**src/uvs_div_cell.sv**
```systemverilog
// ----------------------------------------------------------------------------
// Divider cell
// One restoring quotient bit for two unsigned divisions, registered.
// ----------------------------------------------------------------------------
`default_nettype none
module uvs_div_cell #(
    parameter int NW = 40,
    parameter int PW = 8
) (
    input  wire logic           clk,
    input  wire logic           rst_n,
    input  wire logic           en,
    input  wire logic           in_vld,
    input  wire logic [NW-1:0]  in_rem_a,
    input  wire logic [NW-1:0]  in_num_a,
    input  wire logic [7:0]     in_den_a,
    input  wire logic [NW-1:0]  in_rem_b,
    input  wire logic [NW-1:0]  in_num_b,
    input  wire logic [7:0]     in_den_b,
    input  wire logic [PW-1:0]  in_pay,
    output logic                out_vld,
    output logic [NW-1:0]       out_rem_a,
    output logic [NW-1:0]       out_num_a,
    output logic [7:0]          out_den_a,
    output logic [NW-1:0]       out_rem_b,
    output logic [NW-1:0]       out_num_b,
    output logic [7:0]          out_den_b,
    output logic [PW-1:0]       out_pay
);
    // rem holds a 9-bit partial remainder; num shifts left, quotient enters at LSB
    logic [8:0] ta, tb;
    logic [9:0] da, db;
    logic       vld_reg;
    logic [NW-1:0] rem_a_reg, num_a_reg, rem_b_reg, num_b_reg;
    logic [7:0] den_a_reg, den_b_reg;
    logic [PW-1:0] pay_reg;

    always_comb begin
        da = {in_rem_a[8:0], in_num_a[NW-1]} - {2'b00, in_den_a};
        db = {in_rem_b[8:0], in_num_b[NW-1]} - {2'b00, in_den_b};
        ta = da[9] ? {in_rem_a[7:0], in_num_a[NW-1]} : da[8:0];
        tb = db[9] ? {in_rem_b[7:0], in_num_b[NW-1]} : db[8:0];
    end

    always_ff @(posedge clk or negedge rst_n) begin
        if (!rst_n) begin
            vld_reg <= 1'b0;
        end else if (en) begin
            vld_reg <= in_vld;
        end
    end

    always_ff @(posedge clk) begin
        if (en) begin
            rem_a_reg <= {{(NW-9){1'b0}}, ta};
            rem_b_reg <= {{(NW-9){1'b0}}, tb};
            num_a_reg <= {in_num_a[NW-2:0], ~da[9]};
            num_b_reg <= {in_num_b[NW-2:0], ~db[9]};
            den_a_reg <= in_den_a;
            den_b_reg <= in_den_b;
            pay_reg   <= in_pay;
        end
    end

    assign out_vld   = vld_reg;
    assign out_rem_a = rem_a_reg;
    assign out_num_a = num_a_reg;
    assign out_den_a = den_a_reg;
    assign out_rem_b = rem_b_reg;
    assign out_num_b = num_b_reg;
    assign out_den_b = den_b_reg;
    assign out_pay   = pay_reg;
endmodule
`default_nettype wire

```
**config.mk**
```make
export PLATFORM = sky130hd
export DESIGN_NAME = uvs_div_cell
export DESIGN_NICKNAME = d
export VERILOG_FILES = /design/src/uvs_div_cell.sv
export SDC_FILE = /design/constraint.sdc
export NUM_CORES = 1
export LEC_CHECK = 0
export BUFFER_PORTS_ARGS = -buffer_cell sky130_fd_sc_hd__clkbuf_2
export CORE_AREA = 5 5 140 142
export DETAILED_ROUTE_END_ITERATION = 12
export DIE_AREA = 0 0 145 147
export SYNTH_ARGS = -nofsm -noshare
export SYNTH_HDL_FRONTEND = slang
export SYNTH_SLANG_ARGS = --single-unit
```
**constraint.sdc**
```tcl
create_clock -name clk -period 2.02 [get_ports clk]
set_input_delay 0 -clock clk [delete_from_list [all_inputs] [get_ports clk]]
set_output_delay 0 -clock clk [all_outputs]
set_load 0.1 [all_outputs]
```
==> results of run 1 <==
-- how the worst min path moves through the flow --
stage | from | cells past startpoint | endpoint | slack (ns)
6_report | in_rem_b[8] | 3 | out_rem_b[8] | 0.04
5_1_grt | in_rem_b[8] | 3 | out_rem_b[7] | 0.09
4_1_cts | in_rem_b[8] | 3 | out_rem_b[8] | 0.006
3_5_place_dp | rst_n | 1 | out_vld | -0.22
3_3_place_gp | rst_n | 1 | out_vld | -0.22
2_1_floorplan | rst_n | 0 | out_vld | -0.30
-- sequential cells by signal, indices dropped and copies added (netlist names) --
| signal | flops |
|---|---|
| out_den_b | 8 |
| out_rem_a | 9 |
| out_den_a | 8 |
| out_rem_b | 9 |
| out_num_a | 40 |
| out_num_b | 40 |
| out_pay | 8 |
| out_vld | 1 |
-- cells in the mapped netlist (all sizes together), types with 2 or more instances --
master	n	area share, %
edfxtp	122	69
buf	62	8.7
inv	22	1.6
ha	16	3.8
nor2	16	1.1
mux2	12	2.9
a21oi	9	0.98
xnor2	8	1.7
mux2i	6	1.1
o21ai	5	0.47
nand2b	4	0.47
nand3	4	0.38
o211ai	4	0.82
a21o	3	0.42
nand2	3	0.21
nor2b	3	0.35
or3	3	0.45
a211oi	2	0.38
fa	2	0.75
nand4b	2	0.33
nor3	2	0.19
o311ai	2	0.33
xor2	2	0.33
-- per-stage QoR --
stage / worst slack [ns] / area (um2)
global route: -0.0838 / 8810
global placement: 0.0427 / 6730
floorplan: 0.224 / 5570
CTS: 0.00753 / 8640
finish: -0.00158 / 8810
detailed placement: 0.0143 / 6730
-- cell type report --
type,count,area [um2],share of cell area [%]
clock inverter,14,233,2.64
inverter,22,87.6,0.994
tap,234,293,3.32
timing repair buffer,388,2630,29.9
clock buffer,18,429,4.87
multi-input combinational,189,1450,16.4
sequential,123,3690,41.9
-- power by group --
part	internal [mW]	switching, mW	total [mW]
clock network	2.23	1.19	3.42
registers	3.08	0.0613	3.14
logic	0.635	2.63	3.26
total	5.94	3.88	9.82
-- layer usage --
metal / track usage, % / routed length [um] / part of all wire (%)
met3: 5.09 / 1220 / 7.5
met5: 0 / 0 / 0
met1: 16.0 / 6110 / 38
met4: 5.84 / 349 / 2.2
met2: 26.6 / 8550 / 53
-- cells by family (layout without fill, tap and decap cells) --
group,count (synthesis),after routing,share of synthesized area [%]
buf+inv,85,442,10.5
simple gates,43,43,4.45
fa+ha+maj,18,18,4.50
compound gates,37,37,5.42
other cells,1,62,0.0703
mux,18,18,4.01
xor+xnor,10,11,1.99
flops,123,123,69.1
-- repair_timing --
action	in CTS	in global routing
setup endpoints to repair	0	15
buffers inserted	0	5
endpoints found under the hold margin	129	0
resized for setup	0	19
hold buffers	124	0
-- worst max-delay path, cell delays in order --
cell,delay (ns)
dlygate4sd3_1,0.63
inv_1,0.08
ha_1,0.28
nand2b_1,0.08
a21oi_2,0.23
a21oi_4,0.09
buf_12,0.15
xnor2_4,0.26
mux2_1,0.36
-- placed cells by master, fill, tap and decap left out, types with 7 or more instances in the layout --
master / synthesis / layout
buf_4: 62 / 16
clkbuf_16: 0 / 17
clkbuf_2: 0 / 246
conb_1: 1 / 62
dlygate4sd3_1: 0 / 124
edfxtp_1: 122 / 122
ha_1: 16 / 11
inv_1: 21 / 20
nor2_1: 16 / 15
xnor2_1: 7 / 7
==> impl_metrics.csv, run 1 <==
group,metric,value,unit
run_status,status,"finished with violations",
run_status,violations,"setup timing",
worst_setup_path,worstPathRequired,2.18,ns
placed_design,dp_cells,827,
timing,finalSetupViolCount,1,
timing,hold_ws,0.0391,ns
pwr,ir_drop,597,uV
route,drt-pass1-iter-count,4,
worst_setup_path,r2r_slack,0.73,ns
yosys,synth-async-reset-ratio,0.813,%
finish,finish.utilization,48.1,%
timing,finClkSkew,0,ns
route,vias,4127,
yosys,ys.warnings.count,0,
clock_tree,cts_root_buffer,"clkbuf_16",
global_routing,grt_max_degree,76,
floorplan,ioPinCount,373,
global_routing,grt_use_total,14.8,%
worst_hold_path,hold_path_class,"in2reg",
timing,period_needed,2.02,ns
route,drt_iter0_drc,193,
timing,hold_viol,0,
floorplan,die_x,145,um
finish,instances_no_fill,988,
pwr,power,9.82,mW
pwr,p_leak,3.96,nW
yosys,synth_cell_types,52,
worst_setup_path,cp-endpoint,"out_rem_a[6]",
yosys,synth_area,5340,um2
route,vias_per_cell,4.18,
yosys,ys_ff_latch,123,
yosys,synthFlopType,"edfxtp_1",
worst_setup_path,startpoint_type,"primary input",
floorplan,die_h,147,um
route,wire_per_inst,16.4,um
worst_setup_path,crit_start,"in_den_a[1]",
placed_design,portBuffers,248,
timing,fin_ws,-0.00158,ns
global_routing,grt_overflow,0,
worst_setup_path,r2r_end,"out_vld",
worst_setup_path,r2r-start,"out_vld",
clock_tree,cts.sinks,123,
yosys,ys_seq_area_share,69.1,%
yosys,synth_edf_count,122,
floorplan,design.core.area,18300,um2
route,drc,0,
flow_run,cap_violations,0,
clock_tree,cts_tree,"yes",
global_routing,grt_pass1_vias,4408,
clock_tree,clk-insertion-delay-late,0.41,ns
yosys,syn_inst,335,
yosys,syn_area_per_cell,15.9,um2
finish,final.fill_count,1564,
timing,relSlewSlack,60.7,%
finish,drive_above_1_share,43.5,%
clock_tree,cts_made_buffers,17,
timing,tightest_slew,0.592,ns
pwr,p_per_area,1110,nW/um2
floorplan,fp-row-count,50,
global_routing,antenna_found_initial,0,
route,routed_wl,16.2,mm
placed_design,place_hpwl,11.4,mm
worst_setup_path,crit_type,"in2reg",
global_routing,grt_pass1_wl,24.6,mm
clock_tree,ctsHtreeMaxLevel,4,
worst_setup_path,worstPathMaxFanout,5,
worst_setup_path,endpoint_kind,"flop",
floorplan,dieArea,21300,um2
finish,diodes,0,
timing,setup_tns,-0.00158,ns
placed_design,routabilityCongestion,0.793,
timing,slew_violations,0,
worst_setup_path,r2r_cells,2,
floorplan,start_util,29.1,%
worst_setup_path,arrival,2.18,ns
finish,nets,947,
clock_tree,cts_buffer_depth,2,
route,antenna_left,0,
timing,finalCritPeriodShare,100,%
timing,fmax,0.495,GHz
finish,syn_to_final_growth,65.1,%
clock_tree,clk_pin_slew,0.06,ns
No activity file was read; power rests on OpenSTA's default activity.
==> inputs of run 2 (changes only) <==
Settings changed: SETUP_SLACK_MARGIN set to 0.5, SLEW_MARGIN set to 20.
==> run 2 against run 1 <==
Net effect:
- maximum frequency rose by 34%
- critical path depth rose by 1
- clock power down 16%
- power is 4.7% lower
- clock skew unchanged
- wire length shrank 2.4%
- clock-buffer cell count is 1 lower
- via count decreased by 1.3%
- the run now ends clean
==> impl_metrics.csv, run 2 (synthesized netlist as in run 1, its figures left out) <==
group,metric,value,unit
finish,instances_no_fill,993,
floorplan,fp-row-count,50,
route,vias,4073,
pwr,p_leak,3.97,nW
finish,drive_above_1_share,48.5,%
floorplan,ioPinCount,373,
flow_run,cap_violations,0,
worst_setup_path,arrival,1.66,ns
route,antenna_left,0,
timing,finalSetupViolCount,0,
pwr,combPwrFrac,35.7,%
pwr,power_frac_seq,33.6,%
placed_design,portBuffers,248,
floorplan,die_h,147,um
worst_setup_path,worstPathRequired,2.17,ns
global_routing,grt_use_total,14.6,%
global_routing,grt_overflow,0,
clock_tree,ctsHtreeMaxLevel,4,
placed_design,dp_cells,828,
timing,fin_ws,0.509,ns
worst_setup_path,endpoint_kind,"flop",
pwr,p_clk_share,30.7,%
timing,hold_viol,0,
clock_tree,cts_made_buffers,17,
route,drt-pass1-iter-count,4,
timing,setup_tns,0,ns
pwr,swShare,41.3,%
finish,layout_commonest_cell,"clkbuf_2",
floorplan,die_x,145,um
placed_design,place_ws,0.0787,ns
global_routing,grt_pass1_vias,4343,
clock_tree,cts_buffer_depth,2,
placed_design,routabilityCongestion,0.843,
timing,fmax,0.662,GHz
worst_setup_path,startpoint_type,"primary input",
floorplan,start_util,29.1,%
global_routing,antenna_found_initial,1,
floorplan,design.core.area,18300,um2
run_status,status,"complete, no violations",
placed_design,place_hpwl,11.6,mm
worst_setup_path,crit_type,"in2reg",
timing,finalCritPeriodShare,74.8,%
clock_tree,clk-insertion-delay-late,0.40,ns
timing,tightest_slew,0.613,ns
timing,finClkSkew,0,ns
floorplan,dieArea,21300,um2
route,wire_per_inst,15.9,um
pwr,p_int,5.49,mW
pwr,ir_drop,761,uV
clock_tree,cts_root_buffer,"clkbuf_16",
timing,rsz0062_at_grt,"yes",
route,vias_per_cell,4.10,
route,drt_iter0_drc,124,
route,drc,0,
worst_setup_path,worstPathMaxFanout,7,
timing,slew_violations,0,
route,routed_wl,15.8,mm
timing,period_needed,1.51,ns
timing,relSlewSlack,59.1,%
global_routing,grt_max_degree,45,
clock_tree,cts.sinks,123,
finish,nets,951,
pwr,p_per_area,1040,nW/um2
finish,syn_to_final_growth,68.2,%
clock_tree,clk_pin_slew,0.06,ns
global_routing,grt_pass1_wl,24.5,mm
pwr,switchingPower,3.86,mW
finish,final_cell_mix,"clkbuf_2 (242), edfxtp_1 (122), dlygate4sd3_1 (119)",
worst_hold_path,hold_path_class,"in2reg",
clock_tree,cts_tree,"yes",
==> run 2: critical path: stages <==
cell      delay [ns]
buf_6           0.10
inv_4           0.05
ha_4            0.20
o211ai_1        0.18
buf_4           0.16
a211oi_4        0.04
or2_4           0.26
o211ai_4        0.22
clkinv_4        0.14
mux2_4          0.32
==> run 2: area by class of cell <==
class	instances	area, um2
multi-input cells	188	1620
inverters	22	123
clock inverters	15	140
flip-flops and latches	123	3690
diodes	1	2.50
clock buffers	17	425
repair buffers	393	2680
well taps	234	293
fillers	1592	9350
==> run 2: metrics by stage <==
stage / utilization (%) / cell area [um2] / hold WS [ns] / power (mW)
floorplan: - / 5850 / -0.296 / 5.83
global placement: 38.3 / 7030 / -0.222 / 6.25
detailed placement: 38.3 / 7030 / -0.224 / 6.28
CTS: 47.9 / 8780 / 0.00174 / 9.37
global route: 49.0 / 8980 / 0.0163 / 9.70
finish: 49.0 / 8980 / 0.0150 / 9.35
==> run 2: repair_timing <==
action	in CTS	in global routing
gates resized for setup	0	23
setup buffers	0	13
endpoints found under the setup margin	0	6
hold buffers	119	0
endpoints found under the hold margin	118	0
==> run 2: path summary, 6_finish.rpt <==
path | start | endpoint | slack, ns | depth (start not counted)
min in group asynchronous | rst_n | out_vld | 0.42 | 3
worst max register to register | out_vld | out_vld | 1.27 | 1
worst min register to register | out_vld | out_vld | 0.53 | 1
max in group asynchronous | rst_n | out_vld | 1.49 | 3
worst min-delay path | in_rem_b[7] | out_rem_b[8] | 0.02 | 3
worst max-delay path | in_den_b[2] | out_rem_b[5] | 0.51 | 10
==> run 2: power groups by stage <==
stage	Sequential [mW]	Clock (mW)	Combinational [mW]
2_1_floorplan	4.83	0	0.999
3_3_place_gp	3.19	0	3.06
3_5_place_dp	3.19	0	3.08
4_1_cts	3.14	2.96	3.27
5_1_grt	3.16	3.10	3.45
6_report	3.14	2.87	3.34
==> run 2: routing by layer <==
layer / global-route usage, % / wire (um) / vias to the layer above
met1: 16.6 / 6120 / 1894
met4: 5.51 / 359 / 0
met5: 0 / 0 / -
met2: 25.8 / 8230 / 220
li1: - / - / 1937
met3: 4.47 / 1120 / 22
==> inputs of run 3 (changes only) <==
Settings changed: ABC_AREA set to 1.
Clock period 2.02 ns to 1.6 ns, I/O delays scaled along.
==> run 3 against run 2 <==
Net effect:
- register-to-register slack got worse by 0.45 ns
- power increased by 35%
- flip-flop and latch count unchanged
- core utilization increased by 7.5 points
- critical endpoint is now out_rem_a[8]
==> impl_metrics.csv, run 3 <==
group,metric,value,unit
yosys,synth-async-reset-ratio,0.813,%
timing,tightest_slew,0.516,ns
timing,fmax,0.887,GHz
floorplan,die_x,145,um
timing,fin_ws,0.473,ns
worst_setup_path,startpoint_type,"primary input",
worst_setup_path,crit_chain,"buf_12 > inv_12 > ha_4 > nand2_4 > nand2_4 > a21oi_4 > buf_6 > nand3_4 > nand2_8 > nand3_2 > nand2_1",
finish,final_cell_mix,"dlygate4sd3_1 (123), edfxtp_1 (122), clkbuf_2 (107)",
route,drc,0,
worst_setup_path,crit_start,"in_den_a[6]",
timing,rsz0062_at_grt,"yes",
route,routed_wl,18.6,mm
clock_tree,clk-insertion-delay-late,0.41,ns
placed_design,placed_area,7400,um2
route,drt_iter0_drc,234,
timing,slew_violations,0,
yosys,ys.warnings.count,0,
yosys,ys_ff_latch,123,
global_routing,grt_pass1_wl,27.5,mm
clock_tree,cts_root_buffer,"clkbuf_16",
yosys,synth.area.top_cells,"edfxtp_1 (66%), buf_4 (8.4%), nand2_1 (6.3%), nand3_1 (4.3%), inv_1 (3.8%)",
timing,finalSetupViolCount,0,
worst_setup_path,path_depth,11,
yosys,synthTopCellsByCount,"edfxtp_1 (122), nand2_1 (94), buf_4 (62), inv_1 (57), nand3_1 (48)",
route,drt-pass1-iter-count,4,
global_routing,grt_overflow,0,
route,antenna_left,0,
yosys,synth_edf_count,122,
global_routing,antenna_found_initial,0,
finish,syn_to_final_growth,85.9,%
yosys,ys_seq_area_share,66.3,%
floorplan,dieArea,21300,um2
finish,diodes,0,
yosys,syn_area_per_cell,12.4,um2
clock_tree,cts_made_buffers,17,
route,wire_per_inst,16.5,um
timing,relSlewSlack,65.5,%
yosys,synth_area,5570,um2
worst_setup_path,cpLargestDelayFamily,"simple AND/OR/NAND/NOR gates",
timing,hold_viol,0,
floorplan,design.core.area,18300,um2
placed_design,portBuffers,248,
worst_setup_path,crit_type,"in2reg",
clock_tree,clk_pin_slew,0.06,ns
floorplan,start_util,30.4,%
flow_run,cap_violations,0,
placed_design,routabilityCongestion,0.825,
worst_setup_path,cp-endpoint,"out_rem_a[8]",
yosys,syn_inst,448,
global_routing,grt_max_degree,58,
worst_setup_path,r2r_slack,0.82,ns
floorplan,fp-row-count,50,
timing,hold_ws,0.0114,ns
run_status,status,"complete, no violations",
pwr,p_per_area,1220,nW/um2
placed_design,dp_cells,938,
floorplan,ioPinCount,373,
pwr,ir_drop,863,uV
worst_hold_path,hold_path_class,"in2reg",
finish,nets,1082,
timing,finalCritPeriodShare,70.4,%
clock_tree,cts_buffer_depth,2,
worst_setup_path,r2r_end,"out_vld",
worst_setup_path,crit_top_cell,"nand2_4",
yosys,synth_cell_types,26,
worst_setup_path,worstPathMaxFanout,5,
yosys,synth_top_area_share,65.8,%
worst_setup_path,slowest_delay,0.26,ns
placed_design,place_hpwl,12.1,mm
timing,finClkSkew,0,ns
worst_setup_path,slowest_stage,"ha_4",
worst_setup_path,crit_buf_inv,3,
global_routing,grt_pass1_vias,4925,
worst_setup_path,r2r-start,"out_vld",
placed_design,place_ws,-0.0361,ns
finish,layout_commonest_cell,"dlygate4sd3_1",
clock_tree,cts_tree,"yes",
global_routing,grt_use_total,16.4,%
finish,instances_no_fill,1123,
route,vias,4813,
finish,finish.utilization,56.4,%
finish,stdcell_area,10300,um2
floorplan,die_h,147,um
worst_setup_path,endpoint_kind,"flop",
clock_tree,ctsHtreeMaxLevel,4,
pwr,power,12.6,mW
yosys,synthFlopType,"edfxtp_1",
worst_setup_path,r2r_cells,1,
yosys,synth_most_common_cell,"edfxtp_1",
timing,period_needed,1.13,ns
pwr,p_leak,4.66,nW
worst_setup_path,worstPathRequired,1.88,ns
clock_tree,cts.sinks,123,
worst_setup_path,arrival,1.41,ns
route,vias_per_cell,4.29,
timing,setup_tns,0,ns
finish,drive_above_1_share,50.2,%
yosys,yosysTopAreaCell,"edfxtp_1",
run 3: repair_timing:
item                                    CTS  global route
endpoints found under the hold margin   138             0
cloned                                    4             2
setup buffers                            10            14
hold buffers                            123             0
endpoints found under the setup margin  143            76
resized for setup                       166           146
pin swaps                                14            65
run 3: area by class of cell:
cell class | instances | area (um2)
fill | 1453 | 7990
inverter | 57 | 254
clock inverter | 14 | 183
multi-input combinational | 273 | 2150
clock buffer | 18 | 429
tap | 234 | 293
timing repair buffer | 404 | 3340
sequential | 123 | 3690
run 3: where the power goes:
part	switching [mW]	leakage (nW)	internal [mW]	total (mW)
Clock	1.51	0.289	2.48	4.00
Sequential	0.0909	1.20	3.88	3.97
Combinational	3.52	3.16	1.12	4.64
run 3: cell families (layout without fill, tap and decap cells):
kind of cell,Yosys count,count (layout),synth area share (%)
AOI/OAI and AO/OA,7,7,0.899
xor gates and xnor gates,6,6,0.944
adders and majority gates,18,18,4.32
buffers and inverters,119,493,12.2
DFF,123,123,66.3
muxes,1,1,0.202
other,1,62,0.0674
and+or+nand+nor,173,179,15.1
run 3: per-layer routing:
layer / vias up / track usage (%) / part of all wire (%)
met5: - / 0 / 0
met4: 0 / 5.37 / 1.5
met3: 24 / 4.35 / 7.4
met2: 262 / 29.7 / 53
met1: 2262 / 18.9 / 38
li1: 2265 / - / -
run 3: how the worst min path moves through the flow:
| stage | startpoint | end | depth (start not counted) |
|---|---|---|---|
| 2_1_floorplan | rst_n | out_vld | 0 |
| 3_3_place_gp | rst_n | out_vld | 1 |
| 3_5_place_dp | rst_n | out_vld | 1 |
| 4_1_cts | en | out_den_a[7] | 1 |
| 5_1_grt | en | out_rem_a[1] | 1 |
| 6_report | en | out_den_a[7] | 1 |
